### config.mk
export PLATFORM = sky130hd
export DESIGN_NAME = sigmoid_cross_entropy_loss
export DESIGN_NICKNAME = d
export VERILOG_FILES = /design/src/rtl/sce_pkg.sv /design/src/rtl/sce_queue.sv /design/src/rtl/sce_front.sv /design/src/rtl/sce_div.sv /design/src/rtl/sce_back.sv /design/src/rtl/sigmoid_cross_entropy_loss.sv
export SDC_FILE = /design/constraint.sdc
export NUM_CORES = 2
export LEC_CHECK = 0
export BUFFER_PORTS_ARGS = -buffer_cell sky130_fd_sc_hd__buf_4
export CORE_ASPECT_RATIO = 0.5
export CORE_UTILIZATION = 59
export DETAILED_ROUTE_END_ITERATION = 10
export PLACE_DENSITY_LB_ADDON = 0.08
export SETUP_SLACK_MARGIN = 0.2
export SYNTH_ARGS = -nofsm -noshare
export SYNTH_HDL_FRONTEND = slang
export SYNTH_SLANG_ARGS = --single-unit
### constraint.sdc
create_clock -name clk_i -period 8.5 [get_ports clk_i]
set_input_delay 0 -clock clk_i [delete_from_list [all_inputs] [get_ports clk_i]]
set_output_delay 0 -clock clk_i [all_outputs]
set_load 0.01 [all_outputs]
### src/rtl/sce_pkg.sv
// shared types, constants and the ln(1+2^-i) step table for the loss block
// no dependencies
package sce_pkg;

  // fixed point constants in Q.24
  localparam logic [24:0] FxOne   = 25'd16777216;
  localparam logic [23:0] FxLn2   = 24'd11629080;
  localparam logic [31:0] ExpCut  = 32'd348872400;   // thirty times ln2
  localparam logic [39:0] LossMax = 40'hFF_FFFF_FFFF;
  localparam logic [23:0] MeanMax = 24'hFF_FFFF;

  // batch length limit and the tally that follows from it
  localparam int unsigned MaxElements = 65536;
  localparam int unsigned TallyW      = $clog2(MaxElements + 1);

  // divider geometry
  localparam int unsigned DivNW = 50;
  localparam int unsigned DivDW = 26;

  // classified input item
  typedef struct packed {
    logic [15:0] mag;
    logic        neg;
    logic [16:0] ys;
    logic        last;
  } item_t;

  // divider request and response
  typedef struct packed {
    logic             start;
    logic [DivNW-1:0] dividend;
    logic [DivDW-1:0] divisor;
  } div_req_t;

  typedef struct packed {
    logic             busy;
    logic             done;
    logic [DivNW-1:0] quotient;
  } div_rsp_t;

  // back end sequencer states
  typedef enum logic [3:0] {
    BK_IDLE,
    BK_RED,
    BK_EXPL,
    BK_EMUL,
    BK_EFIN,
    BK_PSTART,
    BK_PWAIT,
    BK_LNL,
    BK_LNF,
    BK_LNW,
    BK_LIN,
    BK_ACC,
    BK_MSTART,
    BK_MWAIT,
    BK_OUT
  } bk_state_e;

  // ln(1+2^-i) in Q0.24, halving beyond the table
  function automatic logic [23:0] ln_step(input logic [4:0] i);
    logic [23:0] r;
    unique case (i)
      5'd1:    r = 24'd6802576;
      5'd2:    r = 24'd3743728;
      5'd3:    r = 24'd1976071;
      5'd4:    r = 24'd1017112;
      5'd5:    r = 24'd516263;
      5'd6:    r = 24'd260117;
      5'd7:    r = 24'd130563;
      5'd8:    r = 24'd65408;
      5'd9:    r = 24'd32736;
      5'd10:   r = 24'd16376;
      5'd11:   r = 24'd8190;
      default: r = 24'd1 << (5'd24 - i);
    endcase
    return r;
  endfunction

endpackage

### src/rtl/sce_queue.sv
// two entry item queue between the front end and the back end
// depends on sce_pkg
module sce_queue (
  input  logic          clk_i,
  input  logic          rst_ni,
  input  logic          push_i,
  input  sce_pkg::item_t push_item_i,
  output logic          full_o,
  input  logic          pop_i,
  output logic          valid_o,
  output sce_pkg::item_t item_o
);

  sce_pkg::item_t mem_q [2];
  logic           wr_ptr_q, rd_ptr_q;
  logic [1:0]     count_q;

  assign full_o  = (count_q == 2'd2);
  assign valid_o = (count_q != 2'd0);
  assign item_o  = mem_q[rd_ptr_q];

  // storage
  always_ff @(posedge clk_i) begin
    if (push_i) begin
      mem_q[wr_ptr_q] <= push_item_i;
    end
  end

  // pointers and fill count
  always_ff @(posedge clk_i or negedge rst_ni) begin
    if (!rst_ni) begin
      wr_ptr_q <= 1'b0;
      rd_ptr_q <= 1'b0;
      count_q  <= 2'd0;
    end else begin
      if (push_i) wr_ptr_q <= ~wr_ptr_q;
      if (pop_i)  rd_ptr_q <= ~rd_ptr_q;
      count_q <= count_q + 2'(push_i) - 2'(pop_i);
    end
  end

  // no overflow or underflow
  a_no_overflow: assert property (@(posedge clk_i) disable iff (!rst_ni)
    push_i |-> (!full_o || pop_i))
    else $error("queue pushed while full");
  a_no_underflow: assert property (@(posedge clk_i) disable iff (!rst_ni)
    pop_i |-> valid_o)
    else $error("queue popped while empty");
  // fill count stays within the two entries
  a_count_range: assert property (@(posedge clk_i) disable iff (!rst_ni)
    count_q <= 2'd2)
    else $error("queue fill count out of range");

endmodule

### src/rtl/sce_front.sv
// front end: takes items, folds the logit to magnitude and sign, reads the label
// depends on sce_pkg and sce_queue
module sce_front (
  input  logic               clk_i,
  input  logic               rst_ni,
  input  logic               in_valid_i,
  output logic               in_stall_o,
  input  logic signed [15:0] logit_i,
  input  logic [15:0]        label_i,
  input  logic               last_element_i,
  input  logic               pop_i,
  output logic               valid_o,
  output sce_pkg::item_t     item_o
);

  sce_pkg::item_t cls;
  logic           full, push;

  // classify: magnitude of the logit, label with all ones read as one
  always_comb begin
    cls.neg  = logit_i[15];
    cls.mag  = cls.neg ? 16'(17'h10000 - {1'b0, logit_i}) : logit_i;
    cls.ys   = (label_i == 16'hFFFF) ? 17'h10000 : {1'b0, label_i};
    cls.last = last_element_i;
  end

  assign in_stall_o = full;
  assign push       = in_valid_i && !full;

  sce_queue u_queue (
    .clk_i       (clk_i),
    .rst_ni      (rst_ni),
    .push_i      (push),
    .push_item_i (cls),
    .full_o      (full),
    .pop_i       (pop_i),
    .valid_o     (valid_o),
    .item_o      (item_o)
  );

endmodule

### src/rtl/sce_div.sv
// restoring shift and subtract divider, one quotient bit a cycle
// depends on sce_pkg
module sce_div (
  input  logic              clk_i,
  input  logic              rst_ni,
  input  sce_pkg::div_req_t req_i,
  output sce_pkg::div_rsp_t rsp_o
);

  logic [sce_pkg::DivNW-1:0] n_q;
  logic [sce_pkg::DivDW-1:0] d_q, rem_q, rem_d;
  logic [sce_pkg::DivDW:0]   trial;
  logic [5:0]                cnt_q;
  logic                      busy_q, done_q, ge;

  // one trial subtraction
  always_comb begin
    trial = {rem_q, n_q[sce_pkg::DivNW-1]};
    ge    = (trial >= {1'b0, d_q});
    rem_d = ge ? sce_pkg::DivDW'(trial - {1'b0, d_q}) : sce_pkg::DivDW'(trial);
  end

  always_ff @(posedge clk_i) begin
    if (req_i.start) begin
      n_q   <= req_i.dividend;
      d_q   <= req_i.divisor;
      rem_q <= '0;
    end else if (busy_q) begin
      n_q   <= {n_q[sce_pkg::DivNW-2:0], ge};
      rem_q <= rem_d;
    end
  end

  // iteration count
  always_ff @(posedge clk_i or negedge rst_ni) begin
    if (!rst_ni) begin
      busy_q <= 1'b0;
      done_q <= 1'b0;
      cnt_q  <= '0;
    end else begin
      done_q <= 1'b0;
      if (req_i.start) begin
        busy_q <= 1'b1;
        cnt_q  <= 6'(sce_pkg::DivNW);
      end else if (busy_q) begin
        cnt_q <= cnt_q - 6'd1;
        if (cnt_q == 6'd1) begin
          busy_q <= 1'b0;
          done_q <= 1'b1;
        end
      end
    end
  end

  assign rsp_o.busy     = busy_q;
  assign rsp_o.done     = done_q;
  assign rsp_o.quotient = n_q;

endmodule

### src/rtl/sce_back.sv
// back end: exp and ln by shift and add, divisions, accumulation, result register
// depends on sce_pkg and sce_div
module sce_back (
  input  logic               clk_i,
  input  logic               rst_ni,
  input  logic               q_valid_i,
  input  sce_pkg::item_t     q_item_i,
  output logic               pop_o,
  input  logic [15:0]        grad_scale_i,
  output logic               out_valid_o,
  input  logic               out_stall_i,
  output logic [15:0]        probability_o,
  output logic signed [15:0] gradient_o,
  output logic [23:0]        mean_loss_o,
  output logic               loss_valid_o
);

  sce_pkg::bk_state_e state_q, state_d;
  sce_pkg::div_req_t  dreq;
  sce_pkg::div_rsp_t  drsp;

  // item and working registers
  logic [15:0] mag_q;
  logic        neg_q, last_q;
  logic [16:0] ys_q;
  logic [31:0] z_q;
  logic [4:0]  n_q, i_q;
  logic [23:0] w_q;
  logic [25:0] y_q, s_q;
  logic [49:0] prod_q;
  logic [24:0] e_q, acc_q;
  logic [15:0] prob_q;
  logic [32:0] lin_q, gmag_q;
  logic        gneg_q;
  logic [15:0] grad_q;
  logic [23:0] mean_q;
  logic [39:0] loss_sum_q;
  logic [sce_pkg::TallyW-1:0] tally_q;

  // output register
  logic        out_valid_q, loss_valid_q;
  logic [15:0] out_prob_q, out_grad_q;
  logic [23:0] out_mean_q;

  // combinational helpers
  logic [25:0] d;
  logic [24:0] num;
  logic [23:0] step;
  logic [26:0] y2, t;
  logic [26:0] ysh;
  logic [33:0] lsum, gsum;
  logic [40:0] snew;
  logic [16:0] gq, diff;
  logic        load;

  always_comb begin
    d    = 26'(e_q) + 26'(sce_pkg::FxOne);
    num  = neg_q ? e_q : sce_pkg::FxOne;
    step = sce_pkg::ln_step(i_q);
    y2   = 27'(y_q) + 27'(prod_q[49:24]);
    ysh  = y2 >> (6'(n_q) + 6'd1);
    t    = 27'(s_q) + 27'(s_q >> i_q);
    lsum = 34'(acc_q) + 34'(lin_q) + 34'd128;
    snew = 41'(loss_sum_q) + 41'(lsum[33:8]);
    gsum = 34'(gmag_q) + 34'd65536;
    gq   = gsum[33:17];
    diff = (17'(prob_q) < ys_q) ? ys_q - 17'(prob_q) : 17'(prob_q) - ys_q;
    load = (state_q == sce_pkg::BK_OUT) && (!out_valid_q || !out_stall_i);
  end

  // sequencer
  always_comb begin
    state_d       = state_q;
    pop_o         = 1'b0;
    dreq.start    = 1'b0;
    dreq.dividend = '0;
    dreq.divisor  = '0;
    unique case (state_q)
      sce_pkg::BK_IDLE: begin
        if (q_valid_i) begin
          pop_o   = 1'b1;
          state_d = ({q_item_i.mag, 16'b0} >= sce_pkg::ExpCut) ? sce_pkg::BK_PSTART
                                                              : sce_pkg::BK_RED;
        end
      end
      sce_pkg::BK_RED:  if (z_q < 32'(sce_pkg::FxLn2)) state_d = sce_pkg::BK_EXPL;
      sce_pkg::BK_EXPL: if (i_q == 5'd24) state_d = sce_pkg::BK_EMUL;
      sce_pkg::BK_EMUL: state_d = sce_pkg::BK_EFIN;
      sce_pkg::BK_EFIN: state_d = sce_pkg::BK_PSTART;
      sce_pkg::BK_PSTART: begin
        dreq.start    = 1'b1;
        dreq.dividend = 50'({num, 16'b0}) + 50'(d >> 1);
        dreq.divisor  = d;
        state_d       = sce_pkg::BK_PWAIT;
      end
      sce_pkg::BK_PWAIT: if (drsp.done) state_d = sce_pkg::BK_LNL;
      sce_pkg::BK_LNL:   if (i_q == 5'd24) state_d = sce_pkg::BK_LNF;
      sce_pkg::BK_LNF: begin
        if (d > s_q) begin
          dreq.start    = 1'b1;
          dreq.dividend = 50'({d - s_q, 24'b0});
          dreq.divisor  = s_q;
          state_d       = sce_pkg::BK_LNW;
        end else begin
          state_d = sce_pkg::BK_LIN;
        end
      end
      sce_pkg::BK_LNW: if (drsp.done) state_d = sce_pkg::BK_LIN;
      sce_pkg::BK_LIN: state_d = sce_pkg::BK_ACC;
      sce_pkg::BK_ACC: state_d = last_q ? sce_pkg::BK_MSTART : sce_pkg::BK_OUT;
      sce_pkg::BK_MSTART: begin
        dreq.start    = 1'b1;
        dreq.dividend = 50'(loss_sum_q) + 50'(tally_q >> 1);
        dreq.divisor  = 26'(tally_q);
        state_d       = sce_pkg::BK_MWAIT;
      end
      sce_pkg::BK_MWAIT: if (drsp.done) state_d = sce_pkg::BK_OUT;
      sce_pkg::BK_OUT:   if (load) state_d = sce_pkg::BK_IDLE;
      default:           state_d = sce_pkg::BK_IDLE;
    endcase
  end

  always_ff @(posedge clk_i or negedge rst_ni) begin
    if (!rst_ni) state_q <= sce_pkg::BK_IDLE;
    else         state_q <= state_d;
  end

  sce_div u_div (
    .clk_i  (clk_i),
    .rst_ni (rst_ni),
    .req_i  (dreq),
    .rsp_o  (drsp)
  );

  // datapath
  always_ff @(posedge clk_i) begin
    case (state_q)
      sce_pkg::BK_IDLE: begin
        mag_q  <= q_item_i.mag;
        neg_q  <= q_item_i.neg;
        ys_q   <= q_item_i.ys;
        last_q <= q_item_i.last;
        z_q    <= {q_item_i.mag, 16'b0};
        n_q    <= '0;
        e_q    <= '0;
      end
      sce_pkg::BK_RED: begin
        if (z_q >= 32'(sce_pkg::FxLn2)) begin
          z_q <= z_q - 32'(sce_pkg::FxLn2);
          n_q <= n_q + 5'd1;
        end else begin
          w_q <= sce_pkg::FxLn2 - z_q[23:0];
          y_q <= 26'(sce_pkg::FxOne);
          i_q <= 5'd1;
        end
      end
      sce_pkg::BK_EXPL: begin
        if (w_q >= step) begin
          w_q <= w_q - step;
          y_q <= y_q + (y_q >> i_q);
        end
        i_q <= i_q + 5'd1;
      end
      sce_pkg::BK_EMUL: prod_q <= 50'(y_q) * 50'(w_q);
      sce_pkg::BK_EFIN: e_q <= (ysh > 27'(sce_pkg::FxOne)) ? sce_pkg::FxOne : ysh[24:0];
      sce_pkg::BK_PWAIT: begin
        prob_q <= (drsp.quotient > 50'd65535) ? 16'hFFFF : drsp.quotient[15:0];
        s_q    <= 26'(sce_pkg::FxOne);
        acc_q  <= '0;
        i_q    <= 5'd1;
      end
      sce_pkg::BK_LNL: begin
        if (t <= 27'(d)) begin
          s_q   <= t[25:0];
          acc_q <= acc_q + 25'(step);
        end
        i_q <= i_q + 5'd1;
      end
      sce_pkg::BK_LNW: if (drsp.done) acc_q <= acc_q + drsp.quotient[24:0];
      sce_pkg::BK_LIN: begin
        lin_q  <= 33'(mag_q) * 33'(neg_q ? ys_q : 17'h10000 - ys_q);
        gmag_q <= 33'(diff) * 33'(grad_scale_i);
        gneg_q <= (17'(prob_q) < ys_q);
        mean_q <= '0;
      end
      sce_pkg::BK_ACC: begin
        if (gneg_q) grad_q <= (gq > 17'd32768) ? 16'h8000 : 16'(17'd0 - gq);
        else        grad_q <= (gq > 17'd32767) ? 16'h7FFF : gq[15:0];
      end
      sce_pkg::BK_MWAIT: begin
        if (drsp.done) begin
          mean_q <= (drsp.quotient > 50'(sce_pkg::MeanMax)) ? sce_pkg::MeanMax
                                                             : drsp.quotient[23:0];
        end
      end
      default: ;
    endcase
  end

  // running loss sum and element tally
  always_ff @(posedge clk_i or negedge rst_ni) begin
    if (!rst_ni) begin
      loss_sum_q <= '0;
      tally_q    <= '0;
    end else if (state_q == sce_pkg::BK_ACC) begin
      loss_sum_q <= (snew > 41'(sce_pkg::LossMax)) ? sce_pkg::LossMax : snew[39:0];
      if (tally_q < sce_pkg::TallyW'(sce_pkg::MaxElements)) begin
        tally_q <= tally_q + sce_pkg::TallyW'(1);
      end
    end else if (state_q == sce_pkg::BK_MWAIT && drsp.done) begin
      loss_sum_q <= '0;
      tally_q    <= '0;
    end
  end

  // result register
  always_ff @(posedge clk_i or negedge rst_ni) begin
    if (!rst_ni) begin
      out_valid_q  <= 1'b0;
      loss_valid_q <= 1'b0;
    end else if (load) begin
      out_valid_q  <= 1'b1;
      loss_valid_q <= last_q;
    end else if (!out_stall_i) begin
      out_valid_q <= 1'b0;
    end
  end

  always_ff @(posedge clk_i) begin
    if (load) begin
      out_prob_q <= prob_q;
      out_grad_q <= grad_q;
      out_mean_q <= mean_q;
    end
  end

  assign out_valid_o   = out_valid_q;
  assign probability_o = out_prob_q;
  assign gradient_o    = out_grad_q;
  assign mean_loss_o   = out_mean_q;
  assign loss_valid_o  = loss_valid_q;

  // divider is only started when free
  a_div_free: assert property (@(posedge clk_i) disable iff (!rst_ni)
    dreq.start |-> !drsp.busy)
    else $error("divider started while busy");
  // the mean divisor is never zero
  a_tally_nonzero: assert property (@(posedge clk_i) disable iff (!rst_ni)
    (state_q == sce_pkg::BK_MSTART) |-> (tally_q != '0))
    else $error("mean taken over an empty batch");
  // a stalled result holds
  a_out_hold: assert property (@(posedge clk_i) disable iff (!rst_ni)
    (out_valid_q && out_stall_i) |=> (out_valid_q && $stable(out_prob_q) &&
      $stable(out_grad_q) && $stable(out_mean_q) && $stable(loss_valid_q)))
    else $error("stalled result changed");

endmodule

### src/rtl/sigmoid_cross_entropy_loss.sv
// top level of the sigmoid cross entropy loss block
// depends on sce_pkg, sce_front and sce_back
//
// usage
//   input channel: logit_i (signed Q8.8), label_i (Q0.16, all ones is one),
//   last_element_i, with in_valid_i and in_stall_o. an item is taken when
//   valid is high and stall is low.
//   output channel: probability_o, gradient_o, mean_loss_o, loss_valid_o with
//   out_valid_o and out_stall_i. one result per item, in order.
//   config: grad_scale is written over cfg_valid_i / cfg_ready_o / cfg_data_i.
//   the user must see that grad_scale is written only while the block is idle;
//   enforcing this is left to the user. ready is always high.
//   processing: the back end works through the shared 50 step divider (one
//   pass for the probability, a second when the ln loop leaves a remainder, a
//   third on the last item), a range reduction and the 24 step exp and ln
//   loops; large logits skip the exp part. one item is worked on at a time,
//   while a two entry queue keeps taking items from the front.
//   reset clears the loss sum, the tally and all handshakes, and sets
//   grad_scale to 65535. when the receiver stalls, the result holds in the
//   output register and the back end waits with the next one.
module sigmoid_cross_entropy_loss (
  input  logic               clk_i,
  input  logic               rst_ni,
  input  logic               in_valid_i,
  output logic               in_stall_o,
  input  logic signed [15:0] logit_i,
  input  logic [15:0]        label_i,
  input  logic               last_element_i,
  output logic               out_valid_o,
  input  logic               out_stall_i,
  output logic [15:0]        probability_o,
  output logic signed [15:0] gradient_o,
  output logic [23:0]        mean_loss_o,
  output logic               loss_valid_o,
  input  logic               cfg_valid_i,
  output logic               cfg_ready_o,
  input  logic [15:0]        cfg_data_i
);

  sce_pkg::item_t item;
  logic           q_valid, pop;
  logic [15:0]    grad_scale_q;

  // configuration register
  assign cfg_ready_o = 1'b1;
  always_ff @(posedge clk_i or negedge rst_ni) begin
    if (!rst_ni)                         grad_scale_q <= 16'hFFFF;
    else if (cfg_valid_i && cfg_ready_o) grad_scale_q <= cfg_data_i;
  end

  sce_front u_front (
    .clk_i          (clk_i),
    .rst_ni         (rst_ni),
    .in_valid_i     (in_valid_i),
    .in_stall_o     (in_stall_o),
    .logit_i        (logit_i),
    .label_i        (label_i),
    .last_element_i (last_element_i),
    .pop_i          (pop),
    .valid_o        (q_valid),
    .item_o         (item)
  );

  sce_back u_back (
    .clk_i         (clk_i),
    .rst_ni        (rst_ni),
    .q_valid_i     (q_valid),
    .q_item_i      (item),
    .pop_o         (pop),
    .grad_scale_i  (grad_scale_q),
    .out_valid_o   (out_valid_o),
    .out_stall_i   (out_stall_i),
    .probability_o (probability_o),
    .gradient_o    (gradient_o),
    .mean_loss_o   (mean_loss_o),
    .loss_valid_o  (loss_valid_o)
  );

endmodule

Word level (Yosys, flattened, before mapping)
Memories as Yosys holds them, arrays and structs flattened.
Index checks and enable logic that the tools add are counted.
Storage, ports and cells
  RAM bits: 70
  word-level logic and storage cells: 230
  output and inout bits: 60
  memories: 1
  register bits after elaboration: 625
Memory list
  u_front.u_queue.mem_q: depth 2, bits a word 35, rd ports 1, clocked after Yosys merged registers in 0, write ports 1, line sce_queue.sv:14  | sce_pkg::item_t mem_q [2];
Operators by class
  bitwise gates (word level): 2
  add/sub/neg operators: 30
  order comparisons: 15
  eq/ne operators: 43
  reduce and logical (&&, ||, !) cells: 27
  mux-type cells: 68
  shifts and indexed selects: 4
  multiply operators: 3
Operators by type and width (count)
  24-bit case mux with 11 select lines: 1
  77-bit case mux with 3 select lines: 1
  40-bit 2-to-1 mux: 3
  26-bit 2-to-1 mux: 4
  26-bit case mux with 2 select lines: 2
  25-bit 2-to-1 mux: 4
  50-bit 2-to-1 mux: 2
  24-bit 2-to-1 mux: 4
  24-bit case mux with 2 select lines: 2
  17-bit 2-to-1 mux: 5
  77-bit 2-to-1 mux: 1
  25-bit case mux with 3 select lines: 1
  16-bit 2-to-1 mux: 4
  32-bit case mux with 2 select lines: 1
  4-bit case mux with 15 select lines: 1
  26-bit subtractor: 2
  50-bit by 16-bit > comparator with 1-bit output (second input constant): 1
  50-bit by 24-bit > comparator with 1-bit output (second input constant): 1
  26-bit by 24-bit multiplier with 50-bit output: 1
  25-bit case mux with 2 select lines: 1
  41-bit by 25-bit adder with 42-bit output: 1
  40-bit by 16-bit adder with 41-bit output: 1
  40-bit by 26-bit adder with 41-bit output: 1
  41-bit by 40-bit > comparator with 1-bit output (second input constant): 1
  76 further kinds: 146

Depth between registers and ports, before layout
  depth in word-level cells: 6
  gate-level depth with buffers: 41

Modules after synthesis
Synthesis repeated with hierarchy kept, for this count alone.
Second synthesis, totals
  cell total of the unflattened synthesis: 8937
  area total of the unflattened synthesis: 83994.3 µm²
Modules (own cells, without submodules)
  sce_back: cells an instance 8183, area each 74018.5 µm², times used 1
  sce_div: cells an instance 527, area each 5936.9 µm², times used 1
  sce_queue: cells an instance 124, area each 2875.3 µm², times used 1
  sigmoid_cross_entropy_loss: cells an instance 36, area each 680.7 µm², times used 1
  sce_front: cells an instance 67, area each 483.0 µm², times used 1

Least setup slack after synthesis
OpenSTA, ideal clock, no wires.
  path type: flip-flop to flip-flop
  start: register u_back.ys_q[0]
  end: register u_back.gmag_q[32] (data pin)
  cell stages (with the launch flop): 40
  data required time: 8.234 ns
  path buffers: 2
  setup slack: -0.658 ns
  data arrival time: 8.893 ns
  path through: edfxtp_1 clkbuf_1 inv_1 ha_1 inv_1 fa_1 a21o_1 a21o_1 a21o_1 a21o_1 a21o_1 a21oi_1 o21ai_0 a21o_1 a21o_1 a21o_1 a211oi_1 a21oi_1 [... 4 more ...] fa_1 inv_1 fa_1 fa_1 fa_1 inv_1 fa_1 inv_1 ha_1 a21o_1 a21o_1 a21oi_1 o31ai_1 nor3_1 o2111a_1 o31ai_1 o41ai_1 xnor2_1
Between the ends
  longest elaborated chain between the ends: 3
  elaborated cells between the ends (all ways): 5
  classes of those cells: 2 x add/sub; 1 x mul; 1 x order compare; 1 x mux
RTL lines
  from (decl): line sce_back.sv:25  | logic [16:0] ys_q;
  from (signal assigned): line sce_back.sv:141  | ys_q <= q_item_i.ys;
  16-bit by 17-bit subtractor with 17-bit output, or another cell as far along: line sce_back.sv:67  | diff = (17'(prob_q) < ys_q) ? ys_q - 17'(prob_q) : 17'(prob_q) - ys_q;
  17-bit 2-to-1 mux *: line sce_back.sv:67
  17-bit by 16-bit multiplier with 33-bit output *: line sce_back.sv:182  | gmag_q <= 33'(diff) * 33'(grad_scale_i);
  to (signal assigned): line sce_back.sv:182
  to (decl): line sce_back.sv:33  | logic [32:0] lin_q, gmag_q;
Mark *: on every way between the ends. The rest lies on a longest branch, timed or not.
A chain may end at the register's enable or synchronous reset.

Worst setup path after layout
Same ends and word-level chain as after synthesis.

==> impl_metrics.json <==
{
  "hold_path.class": "input pin to flop",
  "path_common_cell": "a21o_1",
  "drc_errors": 0,
  "vias": 65982,
  "ctsHtreeMaxLevel": 3,
  "initial_core_util_pct": 59.93,
  "drt.antenna.violating_nets": 0,
  "yosysTopAreaCellShare_pct": 24.86,
  "clk_latency_ns": 0.69,
  "finalSetupViolCount": 9,
  "dr.pass1.iters": 8,
  "async_flop_share_pct": 13.96,
  "final_common_cell": "inv_1",
  "min_period_ns": 8.728,
  "fmax_mhz": 114.6,
  "cp.required_ns": 8.93,
  "synth-edff-count": 535,
  "cap_violations": 0,
  "rsz0062_at_grt": "true",
  "wl_um": 249500,
  "critical_path_class": "flop to flop",
  "coreArea_um2": 138100,
  "arrival_ns": 9.15,
  "ys_top_cells_by_area": "fa_1, edfxtp_1, ha_1",
  "synth_flop_cell": "edfxtp_1",
  "design_area_um2": 92630,
  "std_cell_rows": 96,
  "grt.overflow.total": 0,
  "dpl_cell_area_um2": 87840,
  "tightest_slew_ns": 1.344,
  "fin_cells": 11109,
  "synth.area.mux_share_pct": 2.686,
  "post-place-ws_ns": -0.6082,
  "area_delta_synth_final_pct": 11.90,
  "syn_area_per_cell_um2": 9.322,
  "synth_compound_area_share_pct": 11.01,
  "period_share_pct": 102.7,
  "final_cell_mix": "inv_1, nand2_1, fa_1, ha_1, edfxtp_1",
  "nets": 10957,
  "drt_iter0_markers": 6763,
  "drive_gt1_share_pct": 11.54,
  "synth_area_um2": 82780,
  "yosysTopAreaCell": "fa_1",
  "cts_buffer_depth": 3,
  "port_buffers": 112,
  "die_h_um": 266.9,
  "cts_tree": "done",
  "wl_per_cell_um": 22.46,
  "critical_path.startpoint_type": "flop",
  "gp_congestion": 1.029,
  "syn_nets": 10656,
  "yosys.cell_types.count": 97,
  "setup_slack_ns": -0.2277,
  "synth_fa_ha_area_share_pct": 35.35,
  "synthXorXnorAreaFrac_pct": 4.571,
  "grtUsageTotal_pct": 35.24,
  "fin_worst_skew_ns": 0.03353,
  "cts_buffers": 70,
  "utilization_pct": 67.06,
  "grt_pass1_vias": 64123,
  "syn_inst": 8880,
  "ioPinCount": 114,
  "slew_viol_final": 0,
  "viasPerCell": 5.940,
  "grt_max_degree": 60,
  "cp_slowest_stage_delay_ns": 0.56,
  "synthSimpleGateAreaFrac_pct": 15.89,
  "status": "complete, but fails checks",
  "clockRootBuffer": "clkbuf_16",
  "synth_top_family_by_area": "adder cells",
  "place_hpwl_um": 197100,
  "finalHoldViolations": 0,
  "clock-sinks": 652,
  "slowest_stage": "fa_2",
  "yosysSeqAreaShare_pct": 22.81,
  "relSlewSlack_pct": 9.977,
  "dieArea_um2": 141900,
  "clk_pin_slew_worst_paths_ns": 0.07,
  "violations": "negative setup slack",
  "grt_pass1_wl_um": 381300,
  "end_kind": "flop",
  "yosysWarnings": 0,
  "critPathMaxFanout": 5,
  "dp.cells": 10805,
  "ys_ff_latch": 652,
  "antenna_found_initial": 18,
  "die_w_um": 531.7
}
logic make-up (layout without fill, tap and decap cells):
family,after synthesis,in the layout
AOI/OAI and AO/OA,1415,1415
xor gates and xnor gates,432,432
DFF,652,652
buffers and inverters,1688,2045
muxes,175,175
adders and majority gates,1722,1722
and+or+nand+nor,2795,2795
other,1,11
flip-flops by register name (all words and copies together), names as in the netlist, 24 cells and up:
name                   cells
u_front.u_queue.mem_q     70
u_back.u_div.n_q          50
u_back.acc_q              25
u_back.z_q                29
u_back.w_q                24
u_back.y_q                26
u_back.u_div.rem_q        26
u_back.mean_q             24
u_back.s_q                26
u_back.e_q                25
u_back.prod_q             26
u_back.loss_sum_q         40
u_back.lin_q              33
u_back.u_div.d_q          26
u_back.mean_loss_o        24
final timing paths:
check,from,endpoint,slack (ns),cells after the start
hold / removal,last_element_i,u_front.u_queue.mem_q[0][0],0.08,2
min in group asynchronous,rst_ni,u_back.state_q[1],0.46,4
max in group asynchronous,rst_ni,u_back.u_div.cnt_q[3],7.50,4
setup reg to reg,u_back.ys_q[0],u_back.gmag_q[32],-0.23,39
hold reg to reg,u_back.grad_q[0],u_back.gradient_o[0],0.42,0
setup / recovery,u_back.ys_q[0],u_back.gmag_q[32],-0.23,39
cell type report:
type / instances / area (um2)
Timing Repair Buffer: 640 / 5667
Clock buffer: 88 / 1892
Multi-Input combinational cell: 6540 / 58630
Clock inverter: 40 / 392.9
Antenna cell: 10 / 25.02
Sequential cell: 652 / 18880
Inverter: 1277 / 4803
Fill cell: 11275 / 45510
Tap cell: 1862 / 2330
through the flow:
stage	TNS (ns)	hold WS [ns]
floorplan	0	-0.2956
global placement	-3.147	0.1543
detailed placement	-4.774	0.1552
CTS	-0.2291	0.04024
global route	-4.919	0.07805
finish	-1.107	0.07752
cells in the mapped netlist, types with 72 or more instances:
cell type  instances
dfrtp_1           75
and2_1           490
a31oi_1           72
fa_1            1028
o21a_1            87
clkbuf_1         379
xor2_1           168
nor2_1           522
mux2_2            73
xnor2_1          264
o21ai_0          262
nand3_1          126
ha_1             694
nor3_1           140
nor2b_1           99
a21oi_1          429
inv_1           1270
edfxtp_1         535
a211oi_1          74
a21o_1           123
nand2_1         1112
repair_timing:
action | in CTS | in global routing
cloned | 0 | 1
buffers inserted | 42 | 41
pin swaps | 57 | 144
gates resized for setup | 57 | 170
hold buffers | 82 | 0
endpoints found under the hold margin | 159 | 0
setup endpoints to repair | 29 | 85
metal layers:
layer	track usage [%]	share of wire (%)	wire (um)	up-vias
met3	10.09	12	28870	329
li1	-	-	-	29879
met1	51.50	44	110000	32905
met4	7.118	1.9	4825	10
met2	52.09	42	105700	2859
met5	0.4723	0.060	149	-
critical path: cells and delay by family (launching register included):
kind	cells	cell delay, ns
buffers and inverters	9	0.97
XOR/XNOR	2	0.31
AND/OR/NAND/NOR	7	0.85
adder cells (fa/ha/maj)	9	3.79
AO/OA/AOI/OAI	12	2.11
flip-flops	1	0.41
Power is not shown: default switching activity piles up to over one toggle a cycle in this logic, so the estimate is an artifact.
